[src/rtl/framed_packet_crc_checker_defines.svh]
// Assertion helpers shared by the checker modules.
// Every helper samples on the rising edge of clk and is off while rst is high.
`ifndef FRAMED_PACKET_CRC_CHECKER_DEFINES_SVH
`define FRAMED_PACKET_CRC_CHECKER_DEFINES_SVH

// The expression holds at every clock edge.
`define FPCC_ASSERT_ALWAYS(label, expr, msg) \
  label: assert property (@(posedge clk) disable iff (rst) (expr)) else $error(msg);

// When the trigger holds, the consequence holds at the same edge.
`define FPCC_ASSERT_IMPL(label, trig, cons, msg) \
  label: assert property (@(posedge clk) disable iff (rst) (trig) |-> (cons)) \
    else $error(msg);

// When the trigger holds, the consequence holds at the next edge.
`define FPCC_ASSERT_NEXT(label, trig, cons, msg) \
  label: assert property (@(posedge clk) disable iff (rst) (trig) |=> (cons)) \
    else $error(msg);

`endif

[src/rtl/fpcc_pkg.sv]
package fpcc_pkg;

  // Largest number of bytes counted in one frame; later bytes are dropped.
  localparam int MAX_FRAME_BYTES = 1024;
  localparam int CNT_W = $clog2(MAX_FRAME_BYTES + 1);
  localparam int SPAN_W = 17;

  localparam logic [15:0] CRC_INIT = 16'hFFFF;
  localparam logic [15:0] CRC_POLY = 16'hA001;
  localparam logic [SPAN_W-1:0] HEADER_EXTRA = SPAN_W'(10);

  localparam logic [7:0] START_CODE_RESET = 8'h5A;
  localparam logic [7:0] END_CODE_RESET = 8'h77;

  // Configuration register indexes.
  localparam logic CFG_START_CODE = 1'b0;
  localparam logic CFG_END_CODE = 1'b1;

  // Verdict codes.
  localparam logic [2:0] ST_OK = 3'd0;
  localparam logic [2:0] ST_BAD_START = 3'd1;
  localparam logic [2:0] ST_BAD_END = 3'd2;
  localparam logic [2:0] ST_SHORT = 3'd3;
  localparam logic [2:0] ST_CRC = 3'd4;

  localparam int RES_W = 76;
  localparam int TDATA_OUT_W = 80;

  typedef struct packed {
    logic [15:0] computed_crc;
    logic [15:0] received_crc;
    logic [15:0] body_length;
    logic [7:0]  serial_byte;
    logic [7:0]  flag_byte;
    logic [7:0]  mode_byte;
    logic [2:0]  status;
    logic        frame_ok;
  } result_t;

  // One byte of CRC-16/MODBUS, least significant bit first.
  function automatic logic [15:0] crc_byte(input logic [15:0] crc_in, input logic [7:0] data);
    logic [15:0] c;
    c = crc_in ^ {8'h00, data};
    for (int k = 0; k < 8; k++) begin
      c = c[0] ? ((c >> 1) ^ CRC_POLY) : (c >> 1);
    end
    return c;
  endfunction

endpackage

[src/rtl/fpcc_frame_track.sv]
`include "framed_packet_crc_checker_defines.svh"

module fpcc_frame_track
  import fpcc_pkg::*;
(
  input  logic       clk,
  input  logic       rst,
  input  logic       proc,
  input  logic [7:0] data_byte,
  input  logic       last_byte,
  input  logic [7:0] start_code,
  input  logic [7:0] end_code,
  output logic       res_valid,
  output result_t    res
);

  logic [CNT_W-1:0] byte_count;
  logic [15:0]      running_crc;
  logic [15:0]      length_field;
  logic [15:0]      checksum_field;
  logic [7:0]       first_byte;
  logic [7:0]       mode_field;
  logic [7:0]       flag_field;
  logic [7:0]       serial_field;
  logic [15:0]      crc_frozen;

  logic [CNT_W-1:0] byte_count_next;
  logic [15:0]      running_crc_next;
  logic [15:0]      length_field_next;
  logic [15:0]      checksum_field_next;
  logic [7:0]       first_byte_next;
  logic [7:0]       mode_field_next;
  logic [7:0]       flag_field_next;
  logic [7:0]       serial_field_next;
  logic [15:0]      crc_frozen_next;

  logic              in_range;
  logic              covered;
  logic [SPAN_W-1:0] span;
  logic [15:0]       crc_step;
  logic [7:0]        crc_data;
  logic [2:0]        status;

  assign in_range = byte_count < CNT_W'(MAX_FRAME_BYTES);

  always_comb begin
    first_byte_next = (in_range && byte_count == CNT_W'(0)) ? data_byte : first_byte;
    mode_field_next = (in_range && byte_count == CNT_W'(1)) ? data_byte : mode_field;
    length_field_next[15:8] = (in_range && byte_count == CNT_W'(2)) ? data_byte
                                                                     : length_field[15:8];
    length_field_next[7:0] = (in_range && byte_count == CNT_W'(3)) ? data_byte
                                                                    : length_field[7:0];
    flag_field_next = (in_range && byte_count == CNT_W'(4)) ? data_byte : flag_field;
    checksum_field_next[15:8] = (in_range && byte_count == CNT_W'(5)) ? data_byte
                                                                       : checksum_field[15:8];
    checksum_field_next[7:0] = (in_range && byte_count == CNT_W'(6)) ? data_byte
                                                                      : checksum_field[7:0];
    serial_field_next = (in_range && byte_count == CNT_W'(7)) ? data_byte : serial_field;
  end

  // The checksum bytes themselves enter the CRC as zero.
  assign crc_data = (byte_count == CNT_W'(5) || byte_count == CNT_W'(6)) ? 8'h00 : data_byte;
  assign crc_step = crc_byte(running_crc, crc_data);
  assign span = {1'b0, length_field_next} + HEADER_EXTRA;
  assign covered = in_range && (SPAN_W'(byte_count) < span);

  assign running_crc_next = covered ? crc_step : running_crc;
  assign crc_frozen_next = covered ? crc_step : crc_frozen;
  assign byte_count_next = in_range ? byte_count + CNT_W'(1) : byte_count;

  always_comb begin
    priority if (first_byte_next != start_code) begin
      status = ST_BAD_START;
    end else if (data_byte != end_code) begin
      status = ST_BAD_END;
    end else if (SPAN_W'(byte_count_next) < span) begin
      status = ST_SHORT;
    end else if (crc_frozen_next != checksum_field_next) begin
      status = ST_CRC;
    end else begin
      status = ST_OK;
    end
  end

  assign res_valid = proc && last_byte;
  assign res.frame_ok = (status == ST_OK);
  assign res.status = status;
  assign res.mode_byte = mode_field_next;
  assign res.flag_byte = flag_field_next;
  assign res.serial_byte = serial_field_next;
  assign res.body_length = length_field_next;
  assign res.received_crc = checksum_field_next;
  assign res.computed_crc = crc_frozen_next;

  always_ff @(posedge clk) begin
    if (rst || (proc && last_byte)) begin
      byte_count <= '0;
      running_crc <= CRC_INIT;
      length_field <= '0;
      checksum_field <= '0;
      first_byte <= '0;
      mode_field <= '0;
      flag_field <= '0;
      serial_field <= '0;
      crc_frozen <= '0;
    end else if (proc) begin
      byte_count <= byte_count_next;
      running_crc <= running_crc_next;
      length_field <= length_field_next;
      checksum_field <= checksum_field_next;
      first_byte <= first_byte_next;
      mode_field <= mode_field_next;
      flag_field <= flag_field_next;
      serial_field <= serial_field_next;
      crc_frozen <= crc_frozen_next;
    end
  end

  `FPCC_ASSERT_ALWAYS(a_count_bound, byte_count <= CNT_W'(MAX_FRAME_BYTES), "byte count overran")
  `FPCC_ASSERT_NEXT(a_clear_after_last, proc && last_byte, byte_count == '0 && running_crc == CRC_INIT, "frame state not cleared")
  `FPCC_ASSERT_IMPL(a_ok_needs_length, res_valid && res.frame_ok, SPAN_W'(byte_count_next) >= span, "ok verdict on short frame")

endmodule

[config.mk]
export PLATFORM = sky130hd
export DESIGN_NAME = fpcc_frame_track
export DESIGN_NICKNAME = d
export VERILOG_FILES = /design/src/rtl/fpcc_pkg.sv /design/src/rtl/fpcc_frame_track.sv
export VERILOG_INCLUDE_DIRS = /design/src /design/src/rtl
export SDC_FILE = /design/constraint.sdc
export NUM_CORES = 1
export LEC_CHECK = 0
export ABC_AREA = 1
export BUFFER_PORTS_ARGS = -buffer_cell sky130_fd_sc_hd__buf_2
export CORE_AREA = 5 5 119 178
export CTS_CLUSTER_SIZE = 28
export DETAILED_ROUTE_END_ITERATION = 6
export DIE_AREA = 0 0 124 183
export GPL_TIMING_DRIVEN = 0
export MAX_ROUTING_LAYER = met4
export PLACE_DENSITY = 0.62
export SLEW_MARGIN = 20
export SYNTH_ARGS = -nofsm -noshare
export SYNTH_HDL_FRONTEND = slang
export SYNTH_SLANG_ARGS = --single-unit
export TNS_END_PERCENT = 10
[constraint.sdc]
create_clock -name clk -period 4.8 [get_ports clk]
set_input_delay 0.96 -clock clk [delete_from_list [all_inputs] [get_ports clk]]
set_output_delay 0.96 -clock clk [all_outputs]
set_load 0.02 [all_outputs]
==> flow_metrics.tcl, run 1 <==
set metrics [dict create \
    status "complete, but fails checks" \
    violations "setup timing" \
    htreeDepth 3 \
    vias 7926 \
    dieArea_mm2 0.0227 \
    syn_area_mm2 0.00707 \
    async_reset_ff_frac 0 \
    crit_path_max_incr_delay_ns 0.30 \
    criticalPathCategory "primary input to output port" \
    grt_pass1_wl_um 39700 \
    syn_inst 1132 \
    viasPerCell 5.11 \
    r2r_end "running_crc[9]" \
    routed_wl_um 26100 \
    worstSetupEndpoint "res[0]" \
    ys.flop_type "dfxtp_1" \
    reg2regPathDepth 30 \
    combPwrFrac 0.406 \
    met2_usage 0.396 \
    placed_area_mm2 0.00792 \
    hold_class "register to register" \
    track_usage 0.232 \
    hold_buffers 0 \
    p_clk_frac 0.258 \
    final_util 0.475 \
    critPathSlowestCell "ha_1" \
    syn_nets 1181 \
    endpoint_kind "output port" \
    rsz0062_at_grt "true" \
    ys.warnings.count 0 \
    yosysTopAreaCell "dfxtp_1" \
    hold-worst-slack_ns 0.470 \
    clkSinkCount 107 \
    p_int_mw 1.74 \
    grt_start_max_net_pins 21 \
    finalPower_mw 2.98 \
    root_buffer "clkbuf_16" \
    clock_skew_ns 0.0157 \
    gr-usage-met3 0.0272 \
    drc_errors 0 \
    p_switching_mw 1.24 \
    ys_ff_latch 107 \
    timing.rr.start "byte_count[8]" \
    dpl.hpwl_um 18800 \
    grt_busiest_layer "met2" \
    rows 63 \
    synth-seq-area-share 0.303 \
    fp.dieW_um 124 \
    synth_area_leaders "dfxtp_1 (30%), nand2_1 (14%), inv_1 (9.4%)" \
    power.density_mw_per_mm2 323 \
    area_growth_pct 30.6 \
    post-route-cell-area_mm2 0.00924 \
    worstPathArrival_ns 4.26 \
    drive_above_1_share 0.252 \
    slew_viol_final 0 \
    seqPwrFrac 0.336 \
    initial_utilization 0.363 \
    grt_pass1_vias 7487 \
    cts_max_path_buffers 2 \
    final.period_utilization 1.09 \
    setup_viol 2 \
    cts-buffers-inserted 9 \
    p_sw_frac 0.415 \
    overflow 0 \
    worst-path-max-fanout 6 \
    ant_nets 0 \
    fillers 2037 \
    crit_buf_inv 5 \
    slew_headroom 0.434 \
    fin_ws_ns -0.418 \
    dr.pass1.iters 6 \
    tightest_slew_ns 0.846 \
    crit_family "simple AND/OR/NAND/NOR gates" \
    syn_avg_cell_area_um2 6.25 \
    leakage_nw 4.87 \
    r2r_slack_ns 0.77 \
    nNetsFinal 1334 \
    synth_top_cell_area_share 0.303 \
    die_h_um 183 \
    max-vdd-ir-drop_uv 178 \
    cts_tree "done" \
    wire_per_inst_um 16.9 \
    antenna_found_initial 0 \
    path_clk_slew_ns 0.08 \
    synth_edf_count 0 \
    critPathRequiredTime_ns 3.84 \
    fmax_ghz 0.192 \
    crit_path_start "data_byte[2]" \
    ys_types 43 \
    post-route-min-period_ns 5.22 \
    gp_congestion 0.976 \
    core_area_mm2 0.0195 \
    ios 105 \
    drt_iter0_drc 608 \
    port_buffers 103 \
    clock_latency_ns 0.37 \
    critPathLaunchType "primary input" \
    cp_num_cells 26 \
    grt_use_met1 0.261 \
    max-cap-violations 0 \
    hold_violations 0 \
    diodes 0 \
]
[flip-flops by register name, summed over array words and instances, names as in the netlist]
signal	count
byte_count	11
checksum_field	16
crc_frozen	16
first_byte	8
flag_field	8
length_field	16
mode_field	8
running_crc	16
serial_field	8
[cell usage in the layout (no fill, tap or decap), types with 5 or more instances in the layout]
cell type  netlist  routed
nor2_2           4      14
or2_2            5       5
nand2_8          0       7
buf_2            7      97
buf_4            1      38
nand3_1         85      60
clkbuf_16        0      10
dfxtp_4          0       6
buf_1            5       5
inv_1          178     169
xor2_1          25      20
o21ai_1          5       6
nand4_1         13      13
xnor2_1         13      13
nand2_1        260     221
nand3_2          2      23
nor2_4           3       7
clkbuf_1        30      28
o211ai_1        10      10
ha_1            21      17
a21oi_1         67      65
nand2_4          3      14
inv_2            4       7
nand2_2         15      37
nor2_1         127     113
buf_6            3      12
o21ai_0        107     106
xor2_2           1       5
dfxtp_1        107      98
[Yosys cell counts, types with 2 or more instances]
master	instances
nand2_1	260
inv_1	178
nor2_1	127
dfxtp_1	107
o21ai_0	107
nand3_1	85
a21oi_1	67
clkbuf_1	30
xor2_1	25
ha_1	21
nand2_2	15
nand4_1	13
xnor2_1	13
o211ai_1	10
buf_2	7
buf_1	5
o21ai_1	5
or2_2	5
inv_2	4
nand3b_1	4
nor2_2	4
nor4_1	4
o21bai_1	4
buf_6	3
nand2_4	3
nor2_4	3
o21ai_2	3
a211oi_1	2
clkinv_1	2
nand3_2	2
nor3_1	2
[worst min-delay path, stage by stage (launching register included)]
cell and delay (ns):
dfxtp_1 0.32, nand2_1 0.06, a21oi_1 0.05
[final cells by class]
type | count | area, um2 | area share
multi-input cells | 794 | 4590 | 0.497
flip-flops and latches | 107 | 2170 | 0.235
repair buffers | 143 | 911 | 0.0986
inverters | 185 | 716 | 0.0775
well taps | 260 | 325 | 0.0352
plain buffers | 45 | 231 | 0.0251
clock buffers | 9 | 225 | 0.0244
clock inverters | 7 | 68.8 | 0.00745
[per-stage QoR]
step / TNS, ns / instances / setup WS [ns]
6_report: -0.798 / 1550 / -0.418
3_5_place_dp: -4.34 / 1495 / -0.758
2_1_floorplan: 0 / 1132 / 0.0443
4_1_cts: -0.951 / 1540 / -0.475
3_3_place_gp: -4.32 / 1495 / -0.782
5_1_grt: -1.43 / 1550 / -0.601
[cells by family after synthesis]
group	after synthesis	share of synthesized area
AO/OA/AOI/OAI	205	0.158
XOR/XNOR	39	0.0494
adder cells (fa/ha/maj)	21	0.0372
buffers and inverters	232	0.130
flip-flops	107	0.303
AND/OR/NAND/NOR	528	0.323
[power by group through the flow]
stage | sequential (mW) | clock (mW) | combinational [mW]
final | 1.00 | 0.768 | 1.21
after global routing | 1.01 | 0.808 | 1.31
after CTS | 0.999 | 0.775 | 1.09
after detailed placement | 1.02 | 0 | 0.981
after global placement | 1.01 | 0 | 0.973
after floorplan | 1.00 | 0 | 0.690
[repair_timing]
item / CTS / global route
setup endpoints to repair: 20 / 20
gates cloned: 2 / 1
pin swaps: 37 / 68
buffers inserted: 28 / 11
gates resized for setup: 90 / 97
[how the worst min path moves through the flow]
stage / start / endpoint / slack, ns / cells after the start
2_1_floorplan: crc_frozen[10] / crc_frozen[10] / 0.44 / 2
3_3_place_gp: crc_frozen[13] / crc_frozen[13] / 0.45 / 2
3_5_place_dp: crc_frozen[10] / crc_frozen[10] / 0.46 / 2
4_1_cts: crc_frozen[5] / crc_frozen[5] / 0.47 / 2
5_1_grt: crc_frozen[5] / crc_frozen[5] / 0.50 / 2
6_report: crc_frozen[5] / crc_frozen[5] / 0.47 / 2
[metal layers]
metal	vias up	part of all wire
met5	-	0
met3	98	0.055
met1	3626	0.38
met2	316	0.51
met4	0	0.053
li1	3886	-
(Power assumes the default switching activity.)
==> inputs of run 2 (changes only) <==
CTS_BUF_LIST = sky130_fd_sc_hd__clkbuf_4   (was default)
==> flow_metrics.tcl, run 2 (same netlist as run 1, synthesis figures left out) <==
set metrics [dict create \
    status "complete, but fails checks" \
    violations "setup timing" \
    fin_ws_ns -0.522 \
    antenna_found_initial 1 \
    reg2regPathDepth 31 \
    final.period_utilization 1.11 \
    grt_use_met1 0.260 \
    clock_skew_ns 0.0377 \
    r2r_slack_ns 0.62 \
    cp_num_cells 35 \
    drt_iter0_drc 751 \
    track_usage 0.231 \
    cts_max_path_buffers 2 \
    final.setup.tns_ns -1.21 \
    clock_latency_ns 0.53 \
    ant_nets 0 \
    met2_usage 0.402 \
    post-route-min-period_ns 5.32 \
    root_buffer "clkbuf_4" \
    critPathSlowestCell "dfxtp_4" \
    crit_family "simple AND/OR/NAND/NOR gates" \
    viasPerCell 5.09 \
    crit_path_max_incr_delay_ns 0.39 \
    dp.cells 1495 \
    crit_buf_inv 6 \
    hold_violations 0 \
    power.density_mw_per_mm2 297 \
    instances_no_fill 1555 \
    ios 105 \
    cts-buffers-inserted 9 \
    worstSetupEndpoint "res[0]" \
    core_area_mm2 0.0195 \
    htreeDepth 3 \
    criticalPathCategory "register to output port" \
    grt_busiest_layer "met2" \
    endpoint_kind "output port" \
    fmax_ghz 0.188 \
    worstPathArrival_ns 4.36 \
    hold_buffers 0 \
    port_buffers 103 \
    pre_cts_slack_ns -0.758 \
    drc_errors 0 \
    worst-path-max-fanout 7 \
    grt_start_max_net_pins 21 \
    rsz0062_at_grt "true" \
    nNetsFinal 1338 \
    timing.rr.start "byte_count[2]" \
    drive_above_1_share 0.233 \
    die_h_um 183 \
    dpl.hpwl_um 18800 \
    slew_headroom 0.439 \
    slew_viol_final 0 \
    critPathRequiredTime_ns 3.84 \
    grt_pass1_wl_um 39400 \
    gr-usage-met3 0.0244 \
    path_clk_slew_ns 0.20 \
    post-route-cell-area_mm2 0.00902 \
    dieArea_mm2 0.0227 \
    final_util 0.463 \
    r2r_end "running_crc[2]" \
    max-cap-violations 0 \
    layout_common_cells "nand2_1 (230), inv_1 (172), nor2_1 (119)" \
    wire_per_inst_um 16.7 \
    placed_area_mm2 0.00792 \
    gp_congestion 0.976 \
    critPathLaunchType "register" \
    tightest_slew_ns 0.838 \
    final_common_cell "nand2_1" \
    initial_utilization 0.363 \
    rows 63 \
    setup_viol 4 \
    vias 7909 \
    crit_top_cell "nand2_1" \
    area_growth_pct 27.6 \
    cts_tree "done" \
    crit_path_start "byte_count[2]" \
    dr.pass1.iters 6 \
    clkSinkCount 107 \
    fp.dieW_um 124 \
    routed_wl_um 25900 \
    max-vdd-ir-drop_uv 189 \
    leakage_nw 4.86 \
    grt_pass1_vias 7420 \
    hold_class "register to register" \
    overflow 0 \
]
-- run 2: final cells by class --
class	count	area, um2
Fill cell	2054	10400
Clock inverter	7	68.8
Clock buffer	9	67.6
Sequential cell	107	2180
Inverter	185	704
Antenna cell	1	2.50
Buffer	45	239
Timing Repair Buffer	148	970
Multi-Input combinational cell	793	4470
Tap cell	260	325
-- run 2: worst min-delay path by stage --
stage,startpoint,to,slack [ns],cells after the start
floorplan,crc_frozen[10],crc_frozen[10],0.44,2
global placement,crc_frozen[13],crc_frozen[13],0.45,2
detailed placement,crc_frozen[10],crc_frozen[10],0.46,2
CTS,crc_frozen[5],crc_frozen[5],0.48,2
global route,crc_frozen[5],crc_frozen[5],0.52,2
finish,crc_frozen[5],crc_frozen[5],0.49,2
-- run 2: power by group --
part,switching (mW),leakage (nW),internal (mW)
registers,0.0490,0.886,0.952
clock network,0.369,0.0678,0.119
logic,0.759,3.90,0.429
-- run 2: through the flow --
step | hold WS (ns) | total power, mW
6_report | 0.494 | 2.68
5_1_grt | 0.523 | 2.83
4_1_cts | 0.484 | 2.60
3_5_place_dp | 0.456 | 2.00
3_3_place_gp | 0.452 | 1.99
2_1_floorplan | 0.440 | 1.69
-- run 2: repair_timing --
| item | in CTS | in global routing |
|---|---|---|
| setup endpoints to repair | 20 | 20 |
| gates resized for setup | 106 | 53 |
| pin swaps | 42 | 48 |
| buffers inserted | 32 | 11 |
| cloned | 1 | 1 |
| hold endpoints to repair | 0 | 0 |
-- run 2: worst reg2reg max path: cells and delay by family (launching register included) --
family	cells	cell delay, ns
xor gates and xnor gates	1	0.18
DFF	1	0.39
and+or+nand+nor	20	1.62
adders and majority gates	2	0.46
AOI/OAI and AO/OA	1	0.16
buffers and inverters	7	1.22
-- run 2: per-layer routing --
layer,routed length [um],part of all wire,vias to the layer above
met3,1580,0.061,88
met1,9930,0.38,3617
met4,1380,0.053,0
met5,0,0,-
li1,-,-,3887
met2,13000,0.50,317
==> inputs of run 3 (changes only) <==
CORE_AREA = 5 5 145 147   (was 5 5 119 178)
DIE_AREA = 0 0 150 152   (was 0 0 124 183)
RECOVER_POWER = 50   (was default)
==> flow_metrics.tcl, run 3 (same netlist as run 1, synthesis figures left out) <==
set metrics [dict create \
    leakage_nw 4.84 \
    fillers 2091 \
    root_buffer "clkbuf_4" \
    worstPathArrival_ns 4.48 \
    fp.dieW_um 150 \
    hold_violations 0 \
    ant_nets 0 \
    cts-buffers-inserted 9 \
    clock_latency_ns 0.50 \
    slew_headroom 0.434 \
    violations "setup timing" \
    wire_per_inst_um 16.0 \
    grt_pass1_vias 6862 \
    gp_congestion 0.886 \
    fmax_ghz 0.184 \
    dr.pass1.iters 7 \
    initial_utilization 0.358 \
    cts_tree "done" \
    core_area_mm2 0.0198 \
    status "complete, but fails checks" \
    drive_above_1_share 0.241 \
    dpl.hpwl_um 17800 \
    rows 52 \
    port_buffers 103 \
    antenna_found_initial 1 \
    cts_max_path_buffers 2 \
    nNetsFinal 1337 \
    grt_start_max_net_pins 17 \
    final_common_cell "nand2_1" \
    hold_class "register to register" \
    setup_viol 17 \
    htreeDepth 3 \
    critPathRequiredTime_ns 3.84 \
    vias 7731 \
    dieArea_mm2 0.0228 \
    critPathLaunchType "register" \
    max-vdd-ir-drop_uv 235 \
    pre_cts_slack_ns -0.848 \
    endpoint_kind "output port" \
    drc_errors 0 \
    tightest_slew_ns 0.828 \
    rsz0062_at_grt "true" \
    finalPower_mw 2.72 \
    criticalPathCategory "register to output port" \
    final.period_utilization 1.13 \
    die_h_um 152 \
    crit_top_cell "nand2_1" \
    fin_ws_ns -0.637 \
    routed_wl_um 25000 \
    r2r_slack_ns 0.59 \
    max-cap-violations 0 \
    grt_pass1_wl_um 37900 \
    ios 105 \
    post-route-min-period_ns 5.44 \
    viasPerCell 4.94 \
    worst-path-max-fanout 8 \
    layout_common_cells "nand2_1 (221), inv_1 (173), nor2_1 (112)" \
    track_usage 0.216 \
    overflow 0 \
    crit_path_max_incr_delay_ns 0.41 \
    path_clk_slew_ns 0.17 \
    area_growth_pct 28.3 \
    drt_iter0_drc 535 \
    power.density_mw_per_mm2 300 \
    clkSinkCount 107 \
    slew_viol_final 0 \
    clock_skew_ns 0.0300 \
    critPathSlowestCell "dfxtp_2" \
]
run 3: cell type report:
cell class | count | area (um2) | share of cell area
antenna | 2 | 5.00 | 0.000551
buffer | 45 | 240 | 0.0265
clock buffer | 10 | 75.1 | 0.00827
clock inverter | 5 | 77.6 | 0.00855
inverter | 185 | 706 | 0.0778
multi-input combinational | 794 | 4480 | 0.493
sequential | 107 | 2170 | 0.239
tap | 270 | 338 | 0.0372
timing repair buffer | 146 | 985 | 0.109
run 3: routing by layer:
layer	vias up	track usage	routed length (um)
met2	276	0.333	11600
li1	3902	-	-
met4	0	0.0667	709
met3	54	0.0319	1680
met5	-	-	0
met1	3499	0.291	11000
run 3: final timing paths:
kind / from / to / cells past startpoint
worst max register to register: byte_count[7] / running_crc[2] / 28
worst min register to register: crc_frozen[13] / crc_frozen[13] / 2
worst min-delay path: crc_frozen[13] / crc_frozen[13] / 2
worst max-delay path: byte_count[7] / res[0] / 33
run 3: per-stage QoR:
step,util,setup TNS [ns],cell area (um2),std cells,hold WS (ns)
after global placement,0.401,-5.49,7930,1505,0.450
after global routing,0.459,-7.41,9070,1564,0.508
after floorplan,-,0,7080,1132,0.440
final,0.459,-2.37,9070,1564,0.476
after detailed placement,0.401,-4.55,7930,1505,0.453
after CTS,0.437,-3.11,8640,1550,0.474
run 3: power breakdown:
part           total (mW)  leakage (nW)  internal [mW]  switching (mW)
logic                1.19          3.87          0.437           0.755
clock network       0.535        0.0843          0.214           0.321
registers           0.996         0.885          0.952          0.0439
run 3: critical path: cells and delay by family, from the launching register on:
| kind | cells | cell delay (ns) |
|---|---|---|
| and+or+nand+nor | 27 | 2.42 |
| buffers and inverters | 3 | 0.47 |
| adders and majority gates | 2 | 0.44 |
| xor gates and xnor gates | 1 | 0.19 |
| DFF | 1 | 0.41 |
run 3: repair_timing:
action	CTS	global route
gates cloned	2	2
buffers inserted	30	10
hold buffers	0	0
pin swaps	42	54
gates resized for setup	87	82
setup endpoints to repair	20	20
